--- config.mk ---
export PLATFORM = sky130hd
export DESIGN_NAME = motor_command_frame_encoder
export DESIGN_NICKNAME = d
export VERILOG_FILES = /design/src/sv/mfe_pkg.sv /design/src/sv/mfe_prep.sv /design/src/sv/mfe_code_unit.sv /design/src/sv/mfe_frame_pack.sv /design/src/sv/motor_command_frame_encoder.sv
export SDC_FILE = /design/constraint.sdc
export NUM_CORES = 2
export LEC_CHECK = 0
export BUFFER_PORTS_ARGS = -buffer_cell sky130_fd_sc_hd__buf_4
export CAP_MARGIN = 10
export CELL_PAD_IN_SITES_DETAIL_PLACEMENT = 1
export CELL_PAD_IN_SITES_GLOBAL_PLACEMENT = 1
export CORE_MARGIN = 3
export CORE_UTILIZATION = 56
export CTS_CLUSTER_SIZE = 10
export DETAILED_ROUTE_END_ITERATION = 10
export PLACE_DENSITY = 0.88
export SLEW_MARGIN = 10
export SYNTH_ARGS = -nofsm -noshare
export SYNTH_HDL_FRONTEND = slang
export SYNTH_SLANG_ARGS = --single-unit
--- constraint.sdc ---
create_clock -name clk -period 25.2 [get_ports clk]
set_clock_uncertainty 0.05 [all_clocks]
set_input_delay 7.56 -clock clk [delete_from_list [all_inputs] [get_ports clk]]
set_output_delay 7.56 -clock clk [all_outputs]
set_load 0.02 [all_outputs]
--- src/sv/mfe_pkg.sv ---
package mfe_pkg;

  // working widths of the code path
  localparam int X_W     = 24;  // offset value, 0 .. divisor
  localparam int RECIP_W = 26;  // scaled reciprocal
  localparam int CODE_W  = 16;
  localparam int RECIP_SHIFT = 24;

  // 65535 * 2^24, numerator of every reciprocal
  localparam logic [63:0] CODE_SCALE = 64'd65535 << RECIP_SHIFT;

  // command selector
  typedef enum logic [1:0] {
    CMD_MOTION   = 2'd0,
    CMD_ENABLE   = 2'd1,
    CMD_DISABLE  = 2'd2,
    CMD_SET_ZERO = 2'd3
  } cmd_t;

  // frame type codes, identifier bits 28..24
  localparam logic [4:0] TYPE_MOTION  = 5'd1;
  localparam logic [4:0] TYPE_ENABLE  = 5'd3;
  localparam logic [4:0] TYPE_DISABLE = 5'd4;
  localparam logic [4:0] TYPE_ZERO    = 5'd6;

  // register indexes
  localparam logic [7:0] REG_MOTOR_ADDR = 8'd0;
  localparam logic [7:0] REG_HOST_ID    = 8'd1;
  localparam logic [7:0] REG_DIR_REV    = 8'd2;
  localparam logic [7:0] REG_TRQ_SEL    = 8'd3;
  localparam logic [2:0] TRQ_SEL_RESET  = 3'd3;

  // limits and divisors (divisor = 2 * limit for symmetric values)
  localparam int ANG_LIM = 5148672;  // 12.57 rad, q12, times 100
  localparam int VEL_LIM = 81920;    // 20 rad/s in q12
  localparam logic [16:0] KP_LIM = 17'd80000;  // 5000 in q4
  localparam logic [15:0] KD_LIM = 16'd25600;  // 100 in q8

  localparam logic [X_W-1:0] ANG_DIV = 24'd10297344;
  localparam logic [X_W-1:0] VEL_DIV = 24'd163840;
  localparam logic [X_W-1:0] KP_DIV  = 24'd80000;
  localparam logic [X_W-1:0] KD_DIV  = 24'd25600;

  localparam logic [RECIP_W-1:0] ANG_RECIP = RECIP_W'(CODE_SCALE / ANG_DIV);
  localparam logic [RECIP_W-1:0] VEL_RECIP = RECIP_W'(CODE_SCALE / VEL_DIV);
  localparam logic [RECIP_W-1:0] KP_RECIP  = RECIP_W'(CODE_SCALE / KP_DIV);
  localparam logic [RECIP_W-1:0] KD_RECIP  = RECIP_W'(CODE_SCALE / KD_DIV);

  // torque limit per module code: 14, 17, 17, 60, 120, 5.5, 36, 60 Nm in q12
  localparam logic [19:0] TRQ_LIM [8] = '{
    20'd57344, 20'd69632, 20'd69632, 20'd245760,
    20'd491520, 20'd22528, 20'd147456, 20'd245760
  };
  localparam logic [X_W-1:0] TRQ_DIV [8] = '{
    24'd114688, 24'd139264, 24'd139264, 24'd491520,
    24'd983040, 24'd45056, 24'd294912, 24'd491520
  };
  localparam logic [RECIP_W-1:0] TRQ_RECIP [8] = '{
    RECIP_W'(CODE_SCALE / 64'd114688), RECIP_W'(CODE_SCALE / 64'd139264),
    RECIP_W'(CODE_SCALE / 64'd139264), RECIP_W'(CODE_SCALE / 64'd491520),
    RECIP_W'(CODE_SCALE / 64'd983040), RECIP_W'(CODE_SCALE / 64'd45056),
    RECIP_W'(CODE_SCALE / 64'd294912), RECIP_W'(CODE_SCALE / 64'd491520)
  };

  typedef struct packed {
    logic [7:0] target_motor_id;
    logic [7:0] controller_host_id;
    logic       direction_reversed;
    logic [2:0] torque_range_select;
  } cfg_t;

  typedef struct packed {
    logic signed [17:0] angle_target;
    logic signed [17:0] velocity_target;
    logic [16:0]        stiffness_gain;
    logic [15:0]        damping_gain;
    logic signed [20:0] feedforward_torque;
  } item_t;

  typedef struct packed {
    cmd_t cmd;
    logic fault_clr;
  } ctrl_t;

  typedef struct packed {
    logic [X_W-1:0]     ang_x;
    logic [X_W-1:0]     vel_x;
    logic [X_W-1:0]     trq_x;
    logic [X_W-1:0]     kp_x;
    logic [X_W-1:0]     kd_x;
    logic [X_W-1:0]     trq_div;
    logic [RECIP_W-1:0] trq_recip;
  } x_set_t;

  typedef struct packed {
    logic [CODE_W-1:0] ang;
    logic [CODE_W-1:0] vel;
    logic [CODE_W-1:0] trq;
    logic [CODE_W-1:0] kp;
    logic [CODE_W-1:0] kd;
  } codes_t;

  // clamp to [-lim, lim] and shift up by lim
  function automatic logic [X_W-1:0] sat_offset(logic signed [25:0] v,
                                                logic signed [25:0] lim);
    logic signed [25:0] c;
    if (v > lim) begin
      c = lim;
    end else if (v < -lim) begin
      c = -lim;
    end else begin
      c = v;
    end
    return X_W'(c + lim);
  endfunction

endpackage

--- src/sv/mfe_prep.sv ---
module mfe_prep (
  input  mfe_pkg::item_t  item,
  input  mfe_pkg::cfg_t   regs,
  output mfe_pkg::x_set_t xs
);

  logic signed [18:0] ang_ext, ang_dir;
  logic signed [18:0] vel_ext, vel_dir;
  logic signed [21:0] trq_ext, trq_dir;
  logic signed [25:0] ang_sc;
  logic signed [25:0] trq_lim;

  assign ang_ext = 19'(item.angle_target);
  assign vel_ext = 19'(item.velocity_target);
  assign trq_ext = 22'(item.feedforward_torque);

  // reversal at full precision, saturation follows
  assign ang_dir = regs.direction_reversed ? -ang_ext : ang_ext;
  assign vel_dir = regs.direction_reversed ? -vel_ext : vel_ext;
  assign trq_dir = regs.direction_reversed ? -trq_ext : trq_ext;

  // angle limit has two decimals, so compare at 100x
  assign ang_sc  = 26'(ang_dir) * 26'sd100;
  assign trq_lim = signed'(26'(mfe_pkg::TRQ_LIM[regs.torque_range_select]));

  always_comb begin
    xs.ang_x = mfe_pkg::sat_offset(ang_sc, 26'(mfe_pkg::ANG_LIM));
    xs.vel_x = mfe_pkg::sat_offset(26'(vel_dir), 26'(mfe_pkg::VEL_LIM));
    xs.trq_x = mfe_pkg::sat_offset(26'(trq_dir), trq_lim);
    xs.kp_x  = (item.stiffness_gain > mfe_pkg::KP_LIM) ?
               mfe_pkg::X_W'(mfe_pkg::KP_LIM) : mfe_pkg::X_W'(item.stiffness_gain);
    xs.kd_x  = (item.damping_gain > mfe_pkg::KD_LIM) ?
               mfe_pkg::X_W'(mfe_pkg::KD_LIM) : mfe_pkg::X_W'(item.damping_gain);
    xs.trq_div   = mfe_pkg::TRQ_DIV[regs.torque_range_select];
    xs.trq_recip = mfe_pkg::TRQ_RECIP[regs.torque_range_select];
  end

endmodule

--- src/sv/mfe_code_unit.sv ---
// floor(x * 65535 / divisor) for 0 <= x <= divisor
module mfe_code_unit (
  input  logic                         clk,
  input  logic                         en,
  input  logic [mfe_pkg::X_W-1:0]      x,
  input  logic [mfe_pkg::RECIP_W-1:0]  recip,
  input  logic [mfe_pkg::X_W-1:0]      divisor,
  output logic [mfe_pkg::CODE_W-1:0]   code
);

  localparam int PROD_W = mfe_pkg::X_W + mfe_pkg::RECIP_W;
  localparam int NUM_W  = mfe_pkg::X_W + mfe_pkg::CODE_W;

  logic [PROD_W-1:0]          prod;
  logic [mfe_pkg::CODE_W-1:0] q_est;
  logic [mfe_pkg::X_W-1:0]    x_r;
  logic [mfe_pkg::X_W-1:0]    div_r;
  logic [NUM_W-1:0]           num;
  logic [NUM_W-1:0]           q_prod;
  logic [NUM_W-1:0]           rem;

  // estimate is exact or one low
  assign prod = PROD_W'(x) * PROD_W'(recip);

  always_ff @(posedge clk) begin
    if (en) begin
      q_est <= prod[mfe_pkg::RECIP_SHIFT +: mfe_pkg::CODE_W];
      x_r   <= x;
      div_r <= divisor;
    end
  end

  assign num    = (NUM_W'(x_r) << mfe_pkg::CODE_W) - NUM_W'(x_r);
  assign q_prod = NUM_W'(q_est) * NUM_W'(div_r);
  assign rem    = num - q_prod;
  assign code   = q_est + mfe_pkg::CODE_W'(rem >= NUM_W'(div_r));

endmodule

--- src/sv/mfe_frame_pack.sv ---
module mfe_frame_pack (
  input  mfe_pkg::ctrl_t  ctrl,
  input  mfe_pkg::codes_t codes,
  input  mfe_pkg::cfg_t   regs,
  output logic [28:0]     frame_id,
  output logic [63:0]     frame_payload
);

  logic [4:0]  id_type;
  logic [15:0] data_word;

  always_comb begin
    id_type       = mfe_pkg::TYPE_MOTION;
    data_word     = codes.trq;
    frame_payload = {codes.ang, codes.vel, codes.kp, codes.kd};
    unique case (ctrl.cmd)
      mfe_pkg::CMD_MOTION: begin
      end
      mfe_pkg::CMD_ENABLE: begin
        id_type       = mfe_pkg::TYPE_ENABLE;
        data_word     = 16'(regs.controller_host_id);
        frame_payload = '0;
      end
      mfe_pkg::CMD_DISABLE: begin
        id_type       = mfe_pkg::TYPE_DISABLE;
        data_word     = 16'(regs.controller_host_id);
        frame_payload = {7'd0, ctrl.fault_clr, 56'd0};
      end
      mfe_pkg::CMD_SET_ZERO: begin
        id_type       = mfe_pkg::TYPE_ZERO;
        data_word     = 16'(regs.controller_host_id);
        frame_payload = {8'd1, 56'd0};
      end
      default: begin
      end
    endcase
  end

  assign frame_id = {id_type, data_word, regs.target_motor_id};

endmodule

--- src/sv/motor_command_frame_encoder.sv ---
// Motor command frame encoder. Each command transaction on the input stream
// yields exactly one CAN extended frame (29-bit identifier plus 8 data bytes)
// on the output stream, in order. A new command can be taken every cycle while
// no stall holds the pipeline. The datapath is four register stages: input
// register, saturation/offset, reciprocal multiply, and a correction multiply
// feeding the output register; the two multiplier stages set the depth. Each
// stage moves on when the one after it is empty or moving, so bubbles close up
// and input is taken while a finished frame waits at the output, as long as
// an earlier stage is empty. Configuration registers are read live and must
// only be written while no command is in flight.
module motor_command_frame_encoder (
  input  logic        clk,
  input  logic        rst,
  // command stream
  input  logic        s_axis_tvalid,
  output logic        s_axis_tready,
  // angle_target[17:0], velocity_target[35:18], stiffness_gain[52:36],
  // damping_gain[68:53], feedforward_torque[89:69], fault_clr[90], zero pad
  input  logic [95:0] s_axis_tdata,
  // cmd[1:0]
  input  logic [1:0]  s_axis_tuser,
  // frame stream
  output logic        m_axis_tvalid,
  input  logic        m_axis_tready,
  // frame_id[28:0], frame_payload[92:29], zero pad
  output logic [95:0] m_axis_tdata,
  // register write channel
  input  logic        cfg_valid,
  output logic        cfg_ready,
  input  logic [7:0]  cfg_index,
  input  logic [7:0]  cfg_data
);

  mfe_pkg::cfg_t   regs;

  // stage enables, chained back from the output
  logic adv_in, adv_x, adv_q, adv_out;

  // input register
  logic            in_valid;
  mfe_pkg::item_t  in_item;
  mfe_pkg::ctrl_t  in_ctrl;

  // saturated, offset values
  logic            x_valid;
  mfe_pkg::x_set_t xs_comb;
  mfe_pkg::x_set_t xs;
  mfe_pkg::ctrl_t  x_ctrl;

  // quotient estimates live inside the code units
  logic            q_valid;
  mfe_pkg::ctrl_t  q_ctrl;
  mfe_pkg::codes_t codes;

  // output register
  logic            out_valid;
  logic [28:0]     frame_id;
  logic [63:0]     frame_payload;

  assign adv_out = !out_valid || m_axis_tready;
  assign adv_q   = !q_valid   || adv_out;
  assign adv_x   = !x_valid   || adv_q;
  assign adv_in  = !in_valid  || adv_x;

  assign s_axis_tready = adv_in;
  assign m_axis_tvalid = out_valid;
  assign cfg_ready     = 1'b1;

  // register file; writes to unknown indexes are dropped
  always_ff @(posedge clk) begin
    if (rst) begin
      regs.target_motor_id     <= '0;
      regs.controller_host_id  <= '0;
      regs.direction_reversed  <= 1'b0;
      regs.torque_range_select <= mfe_pkg::TRQ_SEL_RESET;
    end else if (cfg_valid) begin
      unique case (cfg_index)
        mfe_pkg::REG_MOTOR_ADDR: regs.target_motor_id     <= cfg_data;
        mfe_pkg::REG_HOST_ID:    regs.controller_host_id  <= cfg_data;
        mfe_pkg::REG_DIR_REV:    regs.direction_reversed  <= cfg_data[0];
        mfe_pkg::REG_TRQ_SEL:    regs.torque_range_select <= cfg_data[2:0];
        default: begin
        end
      endcase
    end
  end

  // valid bits of the pipeline
  always_ff @(posedge clk) begin
    if (rst) begin
      in_valid  <= 1'b0;
      x_valid   <= 1'b0;
      q_valid   <= 1'b0;
      out_valid <= 1'b0;
    end else begin
      if (adv_in)  in_valid  <= s_axis_tvalid;
      if (adv_x)   x_valid   <= in_valid;
      if (adv_q)   q_valid   <= x_valid;
      if (adv_out) out_valid <= q_valid;
    end
  end

  // capture the command transaction
  always_ff @(posedge clk) begin
    if (adv_in) begin
      in_item.angle_target       <= s_axis_tdata[17:0];
      in_item.velocity_target    <= s_axis_tdata[35:18];
      in_item.stiffness_gain     <= s_axis_tdata[52:36];
      in_item.damping_gain       <= s_axis_tdata[68:53];
      in_item.feedforward_torque <= s_axis_tdata[89:69];
      in_ctrl.fault_clr          <= s_axis_tdata[90];
      in_ctrl.cmd                <= mfe_pkg::cmd_t'(s_axis_tuser);
    end
  end

  mfe_prep u_prep (
    .item (in_item),
    .regs (regs),
    .xs   (xs_comb)
  );

  always_ff @(posedge clk) begin
    if (adv_x) begin
      xs     <= xs_comb;
      x_ctrl <= in_ctrl;
    end
  end

  // one divide unit per code; torque takes its divisor from the range select
  mfe_code_unit u_ang (
    .clk (clk), .en (adv_q), .x (xs.ang_x),
    .recip (mfe_pkg::ANG_RECIP), .divisor (mfe_pkg::ANG_DIV), .code (codes.ang)
  );

  mfe_code_unit u_vel (
    .clk (clk), .en (adv_q), .x (xs.vel_x),
    .recip (mfe_pkg::VEL_RECIP), .divisor (mfe_pkg::VEL_DIV), .code (codes.vel)
  );

  mfe_code_unit u_trq (
    .clk (clk), .en (adv_q), .x (xs.trq_x),
    .recip (xs.trq_recip), .divisor (xs.trq_div), .code (codes.trq)
  );

  mfe_code_unit u_kp (
    .clk (clk), .en (adv_q), .x (xs.kp_x),
    .recip (mfe_pkg::KP_RECIP), .divisor (mfe_pkg::KP_DIV), .code (codes.kp)
  );

  mfe_code_unit u_kd (
    .clk (clk), .en (adv_q), .x (xs.kd_x),
    .recip (mfe_pkg::KD_RECIP), .divisor (mfe_pkg::KD_DIV), .code (codes.kd)
  );

  always_ff @(posedge clk) begin
    if (adv_q) begin
      q_ctrl <= x_ctrl;
    end
  end

  mfe_frame_pack u_pack (
    .ctrl          (q_ctrl),
    .codes         (codes),
    .regs          (regs),
    .frame_id      (frame_id),
    .frame_payload (frame_payload)
  );

  // output register holds the frame until its transaction completes
  always_ff @(posedge clk) begin
    if (adv_out) begin
      m_axis_tdata <= {3'd0, frame_payload, frame_id};
    end
  end

endmodule

==> summary.md <==
| Metric | Value |
|---|---|
| Outcome | complete, no violations |
| Mapped Area | approximately 85000 sq um |
| Clock buffer depth | 3 |
| Fin area | 90900 sq um |
| CP peak stage delay | 0.52 ns |
| Synthesized instance count | approximately 8600 |
| Initial antenna violation count | 22 |
| DR vias | between 60000 and 70000 |
| Mean Syn Cell Area | slightly below 10 sq um |
| WP data required | 17.59 ns |
| Post-Place Cells | ~11000 |
| Period utilization | between 60 and 70% |
| Vert. Die Dim | a little under 400 um |
| DR pass1 iterations | 7 |
| I/O pin cnt | 218 |
| # DRC | 0 |
| Cts bufs inserted | 72 |
| Die X | 395 um |
| GRT overflow | 0 |
| Core footprint | around 150000 sq um |
| RSZ-0062 raised after global routing | no |
| Worst-path maximum fanout | 18 |
| Antenna viol nets, final | 0 |
| Post-DP Area | 88500 sq um |
| CP most frequent cell | buf_4 |
| Via density | roughly 6.1 |
| Starting Density | a little under three fifths |
| Largest net degree at the start of global routing | 88 |
| GP Congestion | around 0.94 |
| Yosys cell types | between 100 and 150 |
| Layout cells sized above 1 | 4.81% |
| Cts repair resizes | 0 |
| Clk sink count | between 500 and 600 |
| Site Rows | 142 |
| Most frequent cells in the layout | inv_1, ha_1, fa_1 |
| Worst r2r dst | m_axis_tdata[59] |
| First-pass GRT wire length | between 400000 and 500000 um |
| Yosys reg bits | 531 |
| Worst-Skew Late Latency | 0.74 ns |
| Crit path kind | primary input to output port |
| Worst path cell trace | buf_4 -> nor2b_1 -> and3_1 -> nand2_4 -> buf_4 |
| Clock root buffer | clkbuf_16 |
| Routed wire per std cell | roughly 26 um |
| Post-synth top flop | edfxtp_1 |
| Ys Warns | 0 |
| Total Wirelength | between 200000 and 300000 um |
| Layout Area Growth over Synthesis | 7.35% |
| CP Data Arrival Time | 9.30 ns |
| Final hold vios | 0 |
| Final Net Count | roughly 12000 |
| H-tree depth | 3 |
| Post-CTS Setup Inserts | 0 |
| Worst-path clk slew | 0.05 ns |
| IO buf count | about 210 |
| Hold Path Class | flop to flop |
| Die ar. | about 160000 sq um |
| Non-filler cells, final | about 11000 |
| Main area contributors after synthesis | fa_1, ha_1, edfxtp_1 |
| CP Capture Point | s_axis_tready |
| Setup TNS | 0 ns |
| HPWL Detailed | about 220000 um |
| Startpoint type of the worst setup path | primary input |
| Relative slew slack | between 10% and 20% |
| Critical Path Source | m_axis_tready |
| Top-area cell type share of the netlist area | a little over a quarter |
| Vias in the first global route | 77000 |
| Largest area contributor in the netlist | fa_1 |
| Fmax | 59.1 MHz |
| Tmin final | roughly 17 ns |
| Number of flops mapped to enable cells by yosys | roughly 510 |
| Hold buffers post-CTS | 0 |
| Reg-to-Reg Start | u_kp.q_est[5] |
| Fillers | about 17000 |
| Leading cell type in the layout, fill and taps excluded | inv_1 |
| Initial DRC count | ~4800 |
| Total track usage | a little under two fifths |
| Layout Utilization | 60.6% |
| Worst-Margin Slew | 1.32 ns |
| Worst Setup End Kind | output port |
| Synth async-reset ratio | 0% |
| Max-slew violation count | 0 |
| R2R depth | between 40 and 50 |
| CP max stage cell | and3_1 |
| Sequential share of the synthesized area | 18.6% |
| Count of final setup violators | 0 |
| R2r setup slk | between 10 and 15 ns |
| Max Cap Viol | 0 |
| CTS tree | built |
## worst max-delay path, delay by kind of cell
family,cells,cell delay [ns]
buffers and inverters,2,0.43
AND/OR/NAND/NOR,3,1.27
## Yosys cell counts, drive strengths merged (9+ instances only)
library cell and n:
and2 329, nand2 492, mux2i 41, nand3b 13
nand3 94, nor3 78, and3 47, a221oi 15
a211o 13, clkbuf 125, buf 16, fa 1109
o211ai 30, a211oi 34, ha 1564, or4 10
o31a 12, or3 47, a21oi 241, o2111ai 18
a21o 95, edfxtp 507, o31ai 25, nor4 27
xor2 132, dfxtp 24, inv 2085, o41ai 9
a31o 11, a41oi 13, nand4 43, or2 22
a21boi 17, xnor2 225, nand2b 59, o22ai 11
o21ai 228, a31oi 34, nor3b 20, o21a 72
a2111oi 17, nor2 359, nor2b 51, o21bai 26
## layout make-up
cell class,instances,area [sq um],share of cell area (%)
repair buffers,247,1880,2.07
well taps,2016,2520,2.78
inverters,2087,7840,8.63
multi-input cells,5799,60600,66.7
clock inverters,33,388,0.427
clock buffers,89,1910,2.10
diodes,10,25.0,0.0275
flip-flops and latches,531,15700,17.3
## metrics by stage
stage | hold slack [ns] | setup WS (ns)
5_1_grt | 0.390 | 8.25
2_1_floorplan | 0.350 | 7.66
4_1_cts | 0.371 | 8.34
3_5_place_dp | 0.358 | 8.35
3_3_place_gp | 0.351 | 8.38
6_report | 0.374 | 8.29
## worst min path at each step
| stage | end | slack (ns) | cells past startpoint | from |
|---|---|---|---|---|
| 2_1_floorplan | q_ctrl[0] | 0.35 | 0 | x_ctrl[0] |
| 3_3_place_gp | q_ctrl[2] | 0.35 | 0 | x_ctrl[2] |
| 3_5_place_dp | x_ctrl[1] | 0.36 | 0 | in_ctrl[1] |
| 4_1_cts | x_ctrl[1] | 0.37 | 0 | in_ctrl[1] |
| 5_1_grt | q_ctrl[1] | 0.39 | 0 | x_ctrl[1] |
| 6_report | x_ctrl[1] | 0.37 | 0 | in_ctrl[1] |
## state kept, by name, summed over array words and instances, names as in the netlist, 8 cells and up
name and count:
u_vel.x_r 24, u_vel.q_est 16, u_ang.x_r 22, u_kp.x_r 17, in_item 90, u_trq.div_r 8
m_axis_tdata 91, u_trq.q_est 16, u_trq.x_r 24, u_ang.q_est 16, regs 20, u_kd.q_est 16
u_kd.x_r 16, xs 126, u_kp.q_est 16
## cell families after synthesis
kind of cell / Yosys count / synth area share, %
buffers and inverters: 2228 / 9.92
AND/OR/NAND/NOR: 1718 / 10.1
adder cells (fa/ha/maj): 2673 / 49.3
flip-flops: 531 / 18.6
XOR/XNOR: 358 / 3.73
AO/OA/AOI/OAI: 994 / 7.76
other: 2 / 0.00887
multiplexers: 46 / 0.551
## routing by layer
| metal | share of wire (%) | GRT usage [%] |
|---|---|---|
| met5 | 0.034 | 0 |
| met4 | 7.6 | 23.5 |
| met3 | 7.8 | 8.76 |
| met2 | 49 | 64.3 |
| met1 | 35 | 40.1 |
Power is left out: the tool's default activity adds up to more than one toggle a clock period on the data nets, which glitch-free logic cannot reach.
